===== src/rtl/lcc_pkg.sv =====
`timescale 1ns / 1ps

package lcc_pkg;

   // strip and comet geometry
   localparam int TAIL_LENGTH  = 20;
   localparam int STRIP_PIXELS = 128;

   // field widths
   localparam int COLOR_W   = 24;
   localparam int CHAN_W    = 8;
   localparam int INDEX_W   = 7;
   localparam int HEAD_W    = 8;
   localparam int END_W     = 7;
   localparam int TAIL_W    = $clog2(TAIL_LENGTH + 1);
   localparam int ADDR_W    = $clog2(STRIP_PIXELS);
   localparam int POS_W     = 12;

   // scaling by k / TAIL_LENGTH: exact floor through a rounded-up reciprocal,
   // valid while 255 * TAIL_LENGTH * TAIL_LENGTH stays below 2**DIV_SHIFT
   localparam int PROD_W    = $clog2(255 * TAIL_LENGTH + 1);
   localparam int DIV_SHIFT = 17;
   localparam int RECIP_W   = DIV_SHIFT + 1;
   localparam int RECIP     = ((2 ** DIV_SHIFT) + TAIL_LENGTH - 1) / TAIL_LENGTH;

   // configuration port
   localparam int CSR_ADDR_W = 4;
   localparam int CSR_DATA_W = 32;

   typedef enum logic [1:0] {
      REG_BASE_COLOR   = 2'd0,
      REG_END_POSITION = 2'd1,
      REG_DIRECTION    = 2'd2
   } lcc_reg_type;

   typedef enum logic [1:0] {
      ST_IDLE,
      ST_SCAN,
      ST_UPDATE,
      ST_FINISH
   } lcc_state_type;

   typedef struct packed {
      logic [COLOR_W-1:0] base_color;
      logic [END_W-1:0]   end_position;
      logic               direction;
   } lcc_cfg_type;

   typedef struct packed {
      logic              load;
      logic              add;
      logic [TAIL_W-1:0] k;
   } lcc_tail_ctrl_type;

   // run is over once the head has moved past the end plus the tail
   function automatic logic lcc_done(logic [HEAD_W-1:0] head, logic [END_W-1:0] end_pos);
      logic [HEAD_W:0] limit;
      limit = (HEAD_W + 1)'(end_pos) + (HEAD_W + 1)'(TAIL_LENGTH);
      return {1'b0, head} > limit;
   endfunction

endpackage


===== src/rtl/lcc_req_if.sv =====
`timescale 1ns / 1ps

interface lcc_req_if;
   logic valid;
   logic ready;
   logic tick;

   modport source (output valid, output tick, input ready);
   modport sink (input valid, input tick, output ready);
endinterface


===== src/rtl/lcc_rsp_if.sv =====
`timescale 1ns / 1ps

interface lcc_rsp_if import lcc_pkg::*; ();
   logic               valid;
   logic               ready;
   logic               pixel_valid;
   logic [INDEX_W-1:0] pixel_index;
   logic [COLOR_W-1:0] pixel_color;
   logic               last;
   logic               run_done;

   modport source (
      output valid, output pixel_valid, output pixel_index, output pixel_color,
      output last, output run_done, input ready
   );
   modport sink (
      input valid, input pixel_valid, input pixel_index, input pixel_color,
      input last, input run_done, output ready
   );
endinterface


===== src/rtl/lcc_ram.sv =====
`timescale 1ns / 1ps

module lcc_ram #(
   parameter int WIDTH = 24,
   parameter int DEPTH = 128
) (
   input  logic                     clock,
   input  logic                     wr_en,
   input  logic [$clog2(DEPTH)-1:0] wr_addr,
   input  logic [WIDTH-1:0]         wr_data,
   input  logic [$clog2(DEPTH)-1:0] rd_addr,
   output logic [WIDTH-1:0]         rd_data
);

   logic [WIDTH-1:0] mem [DEPTH];
   logic [WIDTH-1:0] rd_data_ff;

   // write port and registered read port
   always_ff @(posedge clock) begin
      if (wr_en) begin
         mem[wr_addr] <= wr_data;
      end
      rd_data_ff <= mem[rd_addr];
   end

   assign rd_data = rd_data_ff;

endmodule


===== src/rtl/lcc_tail_unit.sv =====
`timescale 1ns / 1ps

module lcc_tail_unit import lcc_pkg::*; (
   input  logic               clock,
   input  lcc_tail_ctrl_type  ctrl,
   input  logic [COLOR_W-1:0] base_color,
   input  logic [COLOR_W-1:0] prior_rgb,
   output logic [COLOR_W-1:0] result_rgb
);

   localparam int FULL_W = PROD_W + RECIP_W;

   logic [2:0][PROD_W-1:0] prod_ff;
   logic [2:0][PROD_W-1:0] prod_in;
   logic [2:0][CHAN_W-1:0] scale;
   logic [2:0][CHAN_W-1:0] mixed;

   // first stage: each channel byte times the weight k
   always_comb begin
      for (int c = 0; c < 3; c++) begin
         prod_in[c] = PROD_W'(base_color[c*CHAN_W +: CHAN_W]) * PROD_W'(ctrl.k);
      end
   end

   always_ff @(posedge clock) begin
      if (ctrl.load) begin
         prod_ff <= prod_in;
      end
   end

   // second stage: divide by the tail length, then add or subtract modulo 256
   always_comb begin
      logic [FULL_W-1:0] full;
      for (int c = 0; c < 3; c++) begin
         full     = FULL_W'(prod_ff[c]) * FULL_W'(RECIP);
         scale[c] = full[DIV_SHIFT +: CHAN_W];
         mixed[c] = ctrl.add ? (prior_rgb[c*CHAN_W +: CHAN_W] + scale[c])
                             : (prior_rgb[c*CHAN_W +: CHAN_W] - scale[c]);
      end
   end

   assign result_rgb = mixed;

endmodule


===== src/rtl/lcc_csr.sv =====
`timescale 1ns / 1ps

module lcc_csr import lcc_pkg::*; (
   input  logic                  clock,
   input  logic                  reset,
   input  logic                  psel,
   input  logic                  penable,
   input  logic                  pwrite,
   input  logic [CSR_ADDR_W-1:0] paddr,
   input  logic [CSR_DATA_W-1:0] pwdata,
   output logic [CSR_DATA_W-1:0] prdata,
   output logic                  pready,
   output lcc_cfg_type           cfg
);

   lcc_cfg_type cfg_ff;
   logic        wr_strobe;

   assign pready    = 1'b1;
   assign wr_strobe = psel && penable && pwrite;

   // write registers on the access cycle
   always_ff @(posedge clock) begin
      if (reset) begin
         cfg_ff.base_color   <= COLOR_W'(24'hFF0000);
         cfg_ff.end_position <= END_W'(50);
         cfg_ff.direction    <= 1'b0;
      end else if (wr_strobe) begin
         case (paddr[3:2])
            REG_BASE_COLOR:   cfg_ff.base_color   <= pwdata[COLOR_W-1:0];
            REG_END_POSITION: cfg_ff.end_position <= pwdata[END_W-1:0];
            REG_DIRECTION:    cfg_ff.direction    <= pwdata[0];
            default: ;
         endcase
      end
   end

   // read back
   always_comb begin
      case (paddr[3:2])
         REG_BASE_COLOR:   prdata = CSR_DATA_W'(cfg_ff.base_color);
         REG_END_POSITION: prdata = CSR_DATA_W'(cfg_ff.end_position);
         REG_DIRECTION:    prdata = CSR_DATA_W'(cfg_ff.direction);
         default:          prdata = '0;
      endcase
   end

   assign cfg = cfg_ff;

endmodule


===== src/rtl/led_comet_tail_chaser_unit.sv =====
`timescale 1ns / 1ps

// Comet chaser over a 128-pixel RGB frame buffer. Each transfer with tick=1
// runs one frame step: the old tail is removed, the head advances and the new
// tail is drawn (the first step only draws), every on-strip tail pixel a
// read-modify-write of the buffer that gives one result transfer (last marks
// the final one of the step; a step without pixel writes gives one status
// transfer). The block takes one tick at a time: a step walks one or two
// passes of TAIL_LENGTH entries, reading each on-strip pixel in the scan
// state and writing it back in the update state, through buffer read and
// write ports that share one address. Stalls on the result side can hold
// a step in its update or finish state. The buffer is dark right after
// reset through per-pixel valid bits, with no clearing pass; configuration
// is read live at every step.
module led_comet_tail_chaser_unit import lcc_pkg::*; (
   input  logic                  clock,
   input  logic                  reset,
   lcc_req_if.sink               req_chan,
   lcc_rsp_if.source             rsp_chan,
   input  logic                  psel,
   input  logic                  penable,
   input  logic                  pwrite,
   input  logic [CSR_ADDR_W-1:0] paddr,
   input  logic [CSR_DATA_W-1:0] pwdata,
   output logic [CSR_DATA_W-1:0] prdata,
   output logic                  pready
);

   lcc_cfg_type       cfg;
   lcc_tail_ctrl_type tail_ctrl;
   lcc_state_type     state_ff, state_in;

   logic              started_ff;
   logic [HEAD_W-1:0] head_ff;
   logic [TAIL_W-1:0] idx_ff;
   logic              add_ff;
   logic              draw_after_ff;
   logic              done_ff;

   logic               pend_valid_ff;
   logic [INDEX_W-1:0] pend_index_ff;
   logic [COLOR_W-1:0] pend_color_ff;

   logic               out_valid_ff;
   logic               out_pixel_valid_ff;
   logic [INDEX_W-1:0] out_index_ff;
   logic [COLOR_W-1:0] out_color_ff;
   logic               out_last_ff;
   logic               out_done_ff;

   logic [STRIP_PIXELS-1:0] pix_valid_ff;
   logic                    rd_valid_ff;

   logic [POS_W-1:0]   pos;
   logic               in_strip;
   logic [ADDR_W-1:0]  pix_addr;
   logic [COLOR_W-1:0] rd_data;
   logic [COLOR_W-1:0] prior_rgb;
   logic [COLOR_W-1:0] mixed_rgb;
   logic [HEAD_W-1:0]  head_next;
   logic               done_now;
   logic               done_next;
   logic               end_of_pass;
   logic               pass_next;
   logic               out_free;

   logic accept_tick;
   logic scan_hit;
   logic push;
   logic advance;
   logic finish_go;

   // configuration registers
   lcc_csr u_csr (
      .clock   (clock),
      .reset   (reset),
      .psel    (psel),
      .penable (penable),
      .pwrite  (pwrite),
      .paddr   (paddr),
      .pwdata  (pwdata),
      .prdata  (prdata),
      .pready  (pready),
      .cfg     (cfg)
   );

   // tail entry position and strip bounds
   always_comb begin
      logic [POS_W-1:0] head_ext;
      logic [POS_W-1:0] idx_ext;
      head_ext = POS_W'(head_ff);
      idx_ext  = POS_W'(idx_ff);
      pos      = cfg.direction ? (head_ext + idx_ext) : (head_ext - idx_ext);
      in_strip = !pos[POS_W-1] && (pos < POS_W'(STRIP_PIXELS));
   end

   assign pix_addr    = pos[ADDR_W-1:0];
   assign head_next   = head_ff + HEAD_W'(1);
   assign done_now    = lcc_done(head_ff, cfg.end_position);
   assign done_next   = lcc_done(head_next, cfg.end_position);
   assign end_of_pass = idx_ff == TAIL_W'(TAIL_LENGTH - 1);
   assign pass_next   = !add_ff && draw_after_ff;
   assign out_free    = !out_valid_ff || rsp_chan.ready;

   // frame buffer
   lcc_ram #(
      .WIDTH (COLOR_W),
      .DEPTH (STRIP_PIXELS)
   ) u_ram (
      .clock   (clock),
      .wr_en   (push),
      .wr_addr (pix_addr),
      .wr_data (mixed_rgb),
      .rd_addr (pix_addr),
      .rd_data (rd_data)
   );

   // pixels never written read as dark
   always_ff @(posedge clock) begin
      if (reset) begin
         pix_valid_ff <= '0;
      end else if (push) begin
         pix_valid_ff[pix_addr] <= 1'b1;
      end
      rd_valid_ff <= pix_valid_ff[pix_addr];
   end

   assign prior_rgb = rd_valid_ff ? rd_data : '0;

   // shared scale and mix unit
   assign tail_ctrl.load = scan_hit;
   assign tail_ctrl.add  = add_ff;
   assign tail_ctrl.k    = TAIL_W'(TAIL_LENGTH) - idx_ff;

   lcc_tail_unit u_tail (
      .clock      (clock),
      .ctrl       (tail_ctrl),
      .base_color (cfg.base_color),
      .prior_rgb  (prior_rgb),
      .result_rgb (mixed_rgb)
   );

   // sequencer next state
   always_comb begin
      state_in = state_ff;
      case (state_ff)
         ST_IDLE: begin
            if (req_chan.valid && req_chan.tick) begin
               state_in = done_now ? ST_FINISH : ST_SCAN;
            end
         end
         ST_SCAN: begin
            if (in_strip) begin
               state_in = ST_UPDATE;
            end else if (end_of_pass && !pass_next) begin
               state_in = ST_FINISH;
            end
         end
         ST_UPDATE: begin
            if (out_free || !pend_valid_ff) begin
               state_in = (end_of_pass && !pass_next) ? ST_FINISH : ST_SCAN;
            end
         end
         ST_FINISH: begin
            if (out_free) begin
               state_in = ST_IDLE;
            end
         end
         default: state_in = ST_IDLE;
      endcase
   end

   // sequencer strobes
   always_comb begin
      accept_tick = 1'b0;
      scan_hit    = 1'b0;
      push        = 1'b0;
      advance     = 1'b0;
      finish_go   = 1'b0;
      case (state_ff)
         ST_IDLE:   accept_tick = req_chan.valid && req_chan.tick;
         ST_SCAN: begin
            scan_hit = in_strip;
            advance  = !in_strip;
         end
         ST_UPDATE: begin
            push    = out_free || !pend_valid_ff;
            advance = push;
         end
         ST_FINISH: finish_go = out_free;
         default: ;
      endcase
   end

   assign req_chan.ready = state_ff == ST_IDLE;

   always_ff @(posedge clock) begin
      if (reset) begin
         state_ff <= ST_IDLE;
      end else begin
         state_ff <= state_in;
      end
   end

   // step bookkeeping: head, tail entry, pass
   always_ff @(posedge clock) begin
      if (reset) begin
         started_ff    <= 1'b0;
         head_ff       <= '0;
         idx_ff        <= '0;
         add_ff        <= 1'b0;
         draw_after_ff <= 1'b0;
         done_ff       <= 1'b0;
      end else if (accept_tick) begin
         started_ff    <= 1'b1;
         idx_ff        <= '0;
         add_ff        <= !started_ff;
         draw_after_ff <= started_ff && !done_next;
         done_ff       <= (started_ff && !done_now) ? done_next : done_now;
      end else if (advance) begin
         if (end_of_pass) begin
            idx_ff <= '0;
            add_ff <= 1'b1;
            if (!add_ff) begin
               head_ff <= head_next;
            end
         end else begin
            idx_ff <= idx_ff + TAIL_W'(1);
         end
      end
   end

   // hold back one pixel result so the final one can carry last
   always_ff @(posedge clock) begin
      if (reset) begin
         pend_valid_ff <= 1'b0;
      end else if (push) begin
         pend_valid_ff <= 1'b1;
      end else if (finish_go) begin
         pend_valid_ff <= 1'b0;
      end
      if (push) begin
         pend_index_ff <= pos[INDEX_W-1:0];
         pend_color_ff <= mixed_rgb;
      end
   end

   // result register
   always_ff @(posedge clock) begin
      if (reset) begin
         out_valid_ff <= 1'b0;
      end else if ((push && pend_valid_ff) || finish_go) begin
         out_valid_ff <= 1'b1;
      end else if (rsp_chan.ready) begin
         out_valid_ff <= 1'b0;
      end
      if (push && pend_valid_ff) begin
         out_pixel_valid_ff <= 1'b1;
         out_index_ff       <= pend_index_ff;
         out_color_ff       <= pend_color_ff;
         out_last_ff        <= 1'b0;
         out_done_ff        <= done_ff;
      end else if (finish_go) begin
         out_pixel_valid_ff <= pend_valid_ff;
         out_index_ff       <= pend_valid_ff ? pend_index_ff : '0;
         out_color_ff       <= pend_valid_ff ? pend_color_ff : '0;
         out_last_ff        <= 1'b1;
         out_done_ff        <= done_ff;
      end
   end

   assign rsp_chan.valid       = out_valid_ff;
   assign rsp_chan.pixel_valid = out_pixel_valid_ff;
   assign rsp_chan.pixel_index = out_index_ff;
   assign rsp_chan.pixel_color = out_color_ff;
   assign rsp_chan.last        = out_last_ff;
   assign rsp_chan.run_done    = out_done_ff;

`ifndef NO_ASSERTIONS
   // nothing is held back between steps
   a_idle_no_pending: assert property (@(posedge clock) disable iff (reset)
      (state_ff == ST_IDLE) |-> !pend_valid_ff)
      else $error("pending pixel result left over at end of step");

   // a status transfer always closes its step
   a_status_is_last: assert property (@(posedge clock) disable iff (reset)
      (rsp_chan.valid && !rsp_chan.pixel_valid) |-> rsp_chan.last)
      else $error("status transfer without last");

   // an accepted tick always starts work
   a_tick_starts: assert property (@(posedge clock) disable iff (reset)
      (req_chan.valid && req_chan.ready && req_chan.tick) |=> (state_ff != ST_IDLE))
      else $error("accepted tick did not start a step");

   // a buffer write only follows a read of the same pixel
   a_write_after_read: assert property (@(posedge clock) disable iff (reset)
      push |-> $past(scan_hit) || $past(state_ff == ST_UPDATE))
      else $error("buffer write without a preceding read");
`endif

endmodule


===== src/flat_wrapper.sv =====
// flat-port wrapper written by rule: the top's interface ports become plain ports
module led_comet_tail_chaser_unit_flat import lcc_pkg::*;
  (clock, reset, psel, penable, pwrite, paddr, pwdata, prdata, pready, req_chan_valid, req_chan_tick, req_chan_ready, rsp_chan_valid, rsp_chan_pixel_valid, rsp_chan_pixel_index, rsp_chan_pixel_color, rsp_chan_last, rsp_chan_run_done, rsp_chan_ready);
  lcc_req_if req_chan_i ();
  lcc_rsp_if rsp_chan_i ();
  input  logic clock;
  input  logic reset;
  input  logic psel;
  input  logic penable;
  input  logic pwrite;
  input  logic [CSR_ADDR_W-1:0] paddr;
  input  logic [CSR_DATA_W-1:0] pwdata;
  output logic [CSR_DATA_W-1:0] prdata;
  output logic pready;
  input wire logic [$bits(req_chan_i.valid)-1:0] req_chan_valid;
  input wire logic [$bits(req_chan_i.tick)-1:0] req_chan_tick;
  output wire logic [$bits(req_chan_i.ready)-1:0] req_chan_ready;
  output wire logic [$bits(rsp_chan_i.valid)-1:0] rsp_chan_valid;
  output wire logic [$bits(rsp_chan_i.pixel_valid)-1:0] rsp_chan_pixel_valid;
  output wire logic [$bits(rsp_chan_i.pixel_index)-1:0] rsp_chan_pixel_index;
  output wire logic [$bits(rsp_chan_i.pixel_color)-1:0] rsp_chan_pixel_color;
  output wire logic [$bits(rsp_chan_i.last)-1:0] rsp_chan_last;
  output wire logic [$bits(rsp_chan_i.run_done)-1:0] rsp_chan_run_done;
  input wire logic [$bits(rsp_chan_i.ready)-1:0] rsp_chan_ready;
  assign req_chan_i.valid = req_chan_valid;
  assign req_chan_i.tick = req_chan_tick;
  assign req_chan_ready = req_chan_i.ready;
  assign rsp_chan_valid = rsp_chan_i.valid;
  assign rsp_chan_pixel_valid = rsp_chan_i.pixel_valid;
  assign rsp_chan_pixel_index = rsp_chan_i.pixel_index;
  assign rsp_chan_pixel_color = rsp_chan_i.pixel_color;
  assign rsp_chan_last = rsp_chan_i.last;
  assign rsp_chan_run_done = rsp_chan_i.run_done;
  assign rsp_chan_i.ready = rsp_chan_ready;
  led_comet_tail_chaser_unit u_core (.clock(clock), .reset(reset), .req_chan(req_chan_i), .rsp_chan(rsp_chan_i), .psel(psel), .penable(penable), .pwrite(pwrite), .paddr(paddr), .pwdata(pwdata), .prdata(prdata), .pready(pready));
endmodule

===== config.mk =====
export PLATFORM = sky130hd
export DESIGN_NAME = led_comet_tail_chaser_unit_flat
export DESIGN_NICKNAME = d
export VERILOG_FILES = /design/src/rtl/lcc_pkg.sv /design/src/rtl/lcc_req_if.sv /design/src/rtl/lcc_rsp_if.sv /design/src/rtl/lcc_ram.sv /design/src/rtl/lcc_tail_unit.sv /design/src/rtl/lcc_csr.sv /design/src/rtl/led_comet_tail_chaser_unit.sv /design/src/flat_wrapper.sv
export SDC_FILE = /design/constraint.sdc
export NUM_CORES = 2
export LEC_CHECK = 0
export BUFFER_PORTS_ARGS = -buffer_cell sky130_fd_sc_hd__buf_2
export CAP_MARGIN = 20
export CORE_MARGIN = 8
export CORE_UTILIZATION = 60
export CTS_CLUSTER_DIAMETER = 50
export DETAILED_ROUTE_END_ITERATION = 10
export GPL_ROUTABILITY_DRIVEN = 1
export GPL_TIMING_DRIVEN = 1
export PLACE_DENSITY = 0.77
export SLEW_MARGIN = 15
export SYNTH_ARGS = -nofsm -noshare
export SYNTH_HDL_FRONTEND = slang
export SYNTH_HIERARCHICAL = 1
export SYNTH_SLANG_ARGS = --single-unit

===== constraint.sdc =====
create_clock -name clock -period 14.1 [get_ports clock]
set_input_delay 1.41 -clock clock [delete_from_list [all_inputs] [get_ports clock]]
set_output_delay 1.41 -clock clock [all_outputs]
set_load 0.05 [all_outputs]

==> results.md <==
* Global Route Usage Sum at 28.64%
* Mean post-synth cell area at 20.04 um^2
* Num rows at 179
* Synth Area in Compound Gates at 1.866%
* Clk buf depth at 4
* Root buffer cell: clkbuf_16
* Synth Area in XOR/XNOR at 0.7223%
* Grt ovf at 0
* Initial antenna violation count at 37
* Filler cells at 14.15k
* CTS clk-pin slew, worst paths at 60 ps
* Hold Path Class: register to register
* Die width at 504.0 um
* GP Congestion at 0.8169
* Arrival time at the worst endpoint at 9050 ps
* DRC viols at 0
* TritonCTS clock tree: yes
* Commonest cells post-synth: edfxtp_1, mux4_2, inv_1
* RSZ-0062 raised after global routing: no
* Largest family of logic cells by synthesized area: multiplexers
* Max Slew Vio Count at 0
* Most frequent cell after synthesis: edfxtp_1
* # setup viols final at 0
* Maxcap violations at 0
* Synth Area in Simple Gates at 2.388%
* WP data required at 14730 ps
* Vias in the first global route at 76.45k
* Post-Layout Cell Count at 10.96k
* Clk_lat worst skew at 1000 ps
* Slew headroom at 19.18%
* TritonCTS Buffers at 365
* Measured slew at the worst slew-check pin at 1210 ps
* Setup TNS at 0 ps
* Status: finished clean
* Post-synth EDFFs at 3174
* Yosys cell types at 83
* Element type at the critical path start: register
* DRT Pass-1 Iters at 5
* Clock Skew at 91.26 ps
* Area Growth Syn to Fin at 11.99%
* Yosys reg bits at 3382
* DP Wirelength at 191600 um
* Initial Util at 60.20%
* Post-CTS Setup Inserts at 0
* Synth area leaders: edfxtp_1, mux4_2, ha_1, dfxtp_1, fa_1
* Area leader, netlist: edfxtp_1
* Synth async-reset ratio at 0%
* Minimum clock period at 8419 ps
* Cells after Synth at 7131
* Vias/cell at 6.738
* Share of cells above drive strength 1 at 26.83%
* Die Ht at 504.0 um
* R2r setup slk at 5680 ps
* Yosys top cell area share at 66.69%
* Clk sinks at 3382
* ANT nets after route at 0
* CP max FO at 81
* Post-Route WL at 369300 um
* Initial DRC count at 10.10k
* Final Hold Viols at 0
* Max incr delay on CP at 780 ps
* Syn Std Cell Area at 142900 um^2
* Cell Count Post-Placement at 10.29k
* Crit. End Element: register
* Largest net degree at the start of global routing at 144
* Synth warn at 6
* Port bufs at 93
* Top FF cell, synth: edfxtp_1
* Post-CTS sizing at 0
* Io pins at 113
* Final period utilization at 59.71%
* Placement Setup Slack at 5734 ps
* Slack of the critical path at 5681 ps
* H-tree depth at 5
* First-pass GRT wire length at 531200 um
* Fmax at 118.8 MHz
* Routed len/inst at 33.70 um
* NumNets Final at 8109
* Die ar. at 254100 um^2
* Post-Synth Adder-Cell Area at 5.919%
* Critical path class: register to register
* Multiplexer area fraction after synthesis at 17.13%
* Total via count in the routed design at 73.84k
* Cts hold-fix bufs at 0
* WHS at 432.4 ps
* Core ar. at 237400 um^2
* CP max stage cell: buf_4
* Sequential element share of the synthesized area at 69.61%
[final cells by class]
| cell class | count | area (um^2) | share of cell area [%] |
|---|---|---|---|
| diodes | 17 | 42.54 | 0.02658 |
| clock buffers | 441 | 9574 | 5.982 |
| clock inverters | 201 | 1873 | 1.170 |
| inverters | 519 | 1972 | 1.232 |
| multi-input cells | 2910 | 40760 | 25.47 |
| flip-flops and latches | 3382 | 99480 | 62.15 |
| well taps | 3167 | 3963 | 2.476 |
| repair buffers | 322 | 2391 | 1.494 |
[final timing paths]
check                            startpoint                        to  cells past startpoint
setup / recovery  u_core/u_tail/prod_ff[17]  u_core/u_ram/mem[21][15]                     28
hold / removal               u_core/done_ff  u_core/rsp_chan.run_done                      0
setup reg to reg  u_core/u_tail/prod_ff[17]  u_core/u_ram/mem[21][15]                     28
hold reg to reg              u_core/done_ff  u_core/rsp_chan.run_done                      0
[metal layers]
metal  track usage [%]  wire, um  vias to the layer above
met2             46.91    181500                     5192
met5                 0       107                        -
met3             6.664     41740                      980
met4             11.75     16510                       16
li1                  -         -                    29348
met1             37.58    129400                    38306
[state kept, by name, indices dropped and copies added (netlist names)]
register,cells
u_core/u_ram/mem,3072
u_core/pix_valid_ff,128
u_core/u_tail/prod_ff,39
u_core/u_csr/cfg,32
u_core/pend_color_ff,24
u_core/rsp_chan.pixel_color,24
u_core/u_ram/rd_data,24
u_core/head_ff,8
u_core/pend_index_ff,7
u_core/rsp_chan.pixel_index,7
u_core/idx_ff,5
u_core/state_ff,2
u_core/add_ff,1
u_core/done_ff,1
u_core/draw_after_ff,1
u_core/pend_valid_ff,1
u_core/rd_valid_ff,1
u_core/rsp_chan.last,1
u_core/rsp_chan.pixel_valid,1
u_core/rsp_chan.run_done,1
u_core/rsp_chan.valid,1
u_core/started_ff,1
[layout by cell type (no fill, tap or decap), types with 12 or more instances in the layout]
cell type   synthesis  final
edfxtp_1         3174   3174
mux4_2           1040   1040
inv_1             515    512
ha_1              380    377
clkbuf_16           0    369
buf_4               9    215
dfxtp_1           208    208
fa_1              185    182
and2_1            154    154
o22ai_1           129    129
nand2_1           125    125
nor2_2              0    108
a21oi_1            93     93
buf_2              64     92
mux2i_1            76     76
nor2_1            196     76
clkinv_1            1     69
clkbuf_1          210     65
xnor2_1            81     64
nand2b_1           46     46
clkinv_2            0     44
nand3_1            35     35
xor2_1             35     32
o21ai_0            27     27
a21o_1             27     27
o21bai_1           27     27
mux2_2             27     27
bufinv_16           0     26
inv_6               0     19
nor2b_1            19     18
nor3_1             27     18
diode_2             0     17
xnor2_2             1     17
clkinv_4            0     15
o21a_1             15     15
a211oi_1           15     15
o31ai_1            14     14
clkinvlp_4          0     13
nor2_4              0     12
o211ai_1           12     12
[through the flow]
stage | utilization, % | instance area (um^2)
final | 67.42 | 160000
after global routing | 67.40 | 160000
after CTS | 67.33 | 159800
after detailed placement | 62.51 | 148400
after global placement | 62.51 | 148400
after floorplan | - | 142900
[critical path: cells and delay by family, from the launching register on]
family / cells / cell delay, ps
adder cells (fa/ha/maj): 7 / 2940
AO/OA/AOI/OAI: 8 / 1550
buffers and inverters: 6 / 1460
XOR/XNOR: 5 / 1330
flip-flops: 1 / 500
AND/OR/NAND/NOR: 2 / 260
[cells by family (layout without fill, tap and decap cells)]
logic type / count (synthesis) / after routing
xor+xnor: 117 / 117
fa+ha+maj: 565 / 565
mux: 1143 / 1143
simple gates: 672 / 672
other cells: 2 / 26
flops: 3382 / 3382
compound gates: 404 / 404
buf+inv: 846 / 1483
Power is left out: the tool's default activity adds up to more than one toggle a clock period on the data nets, which glitch-free logic cannot reach.
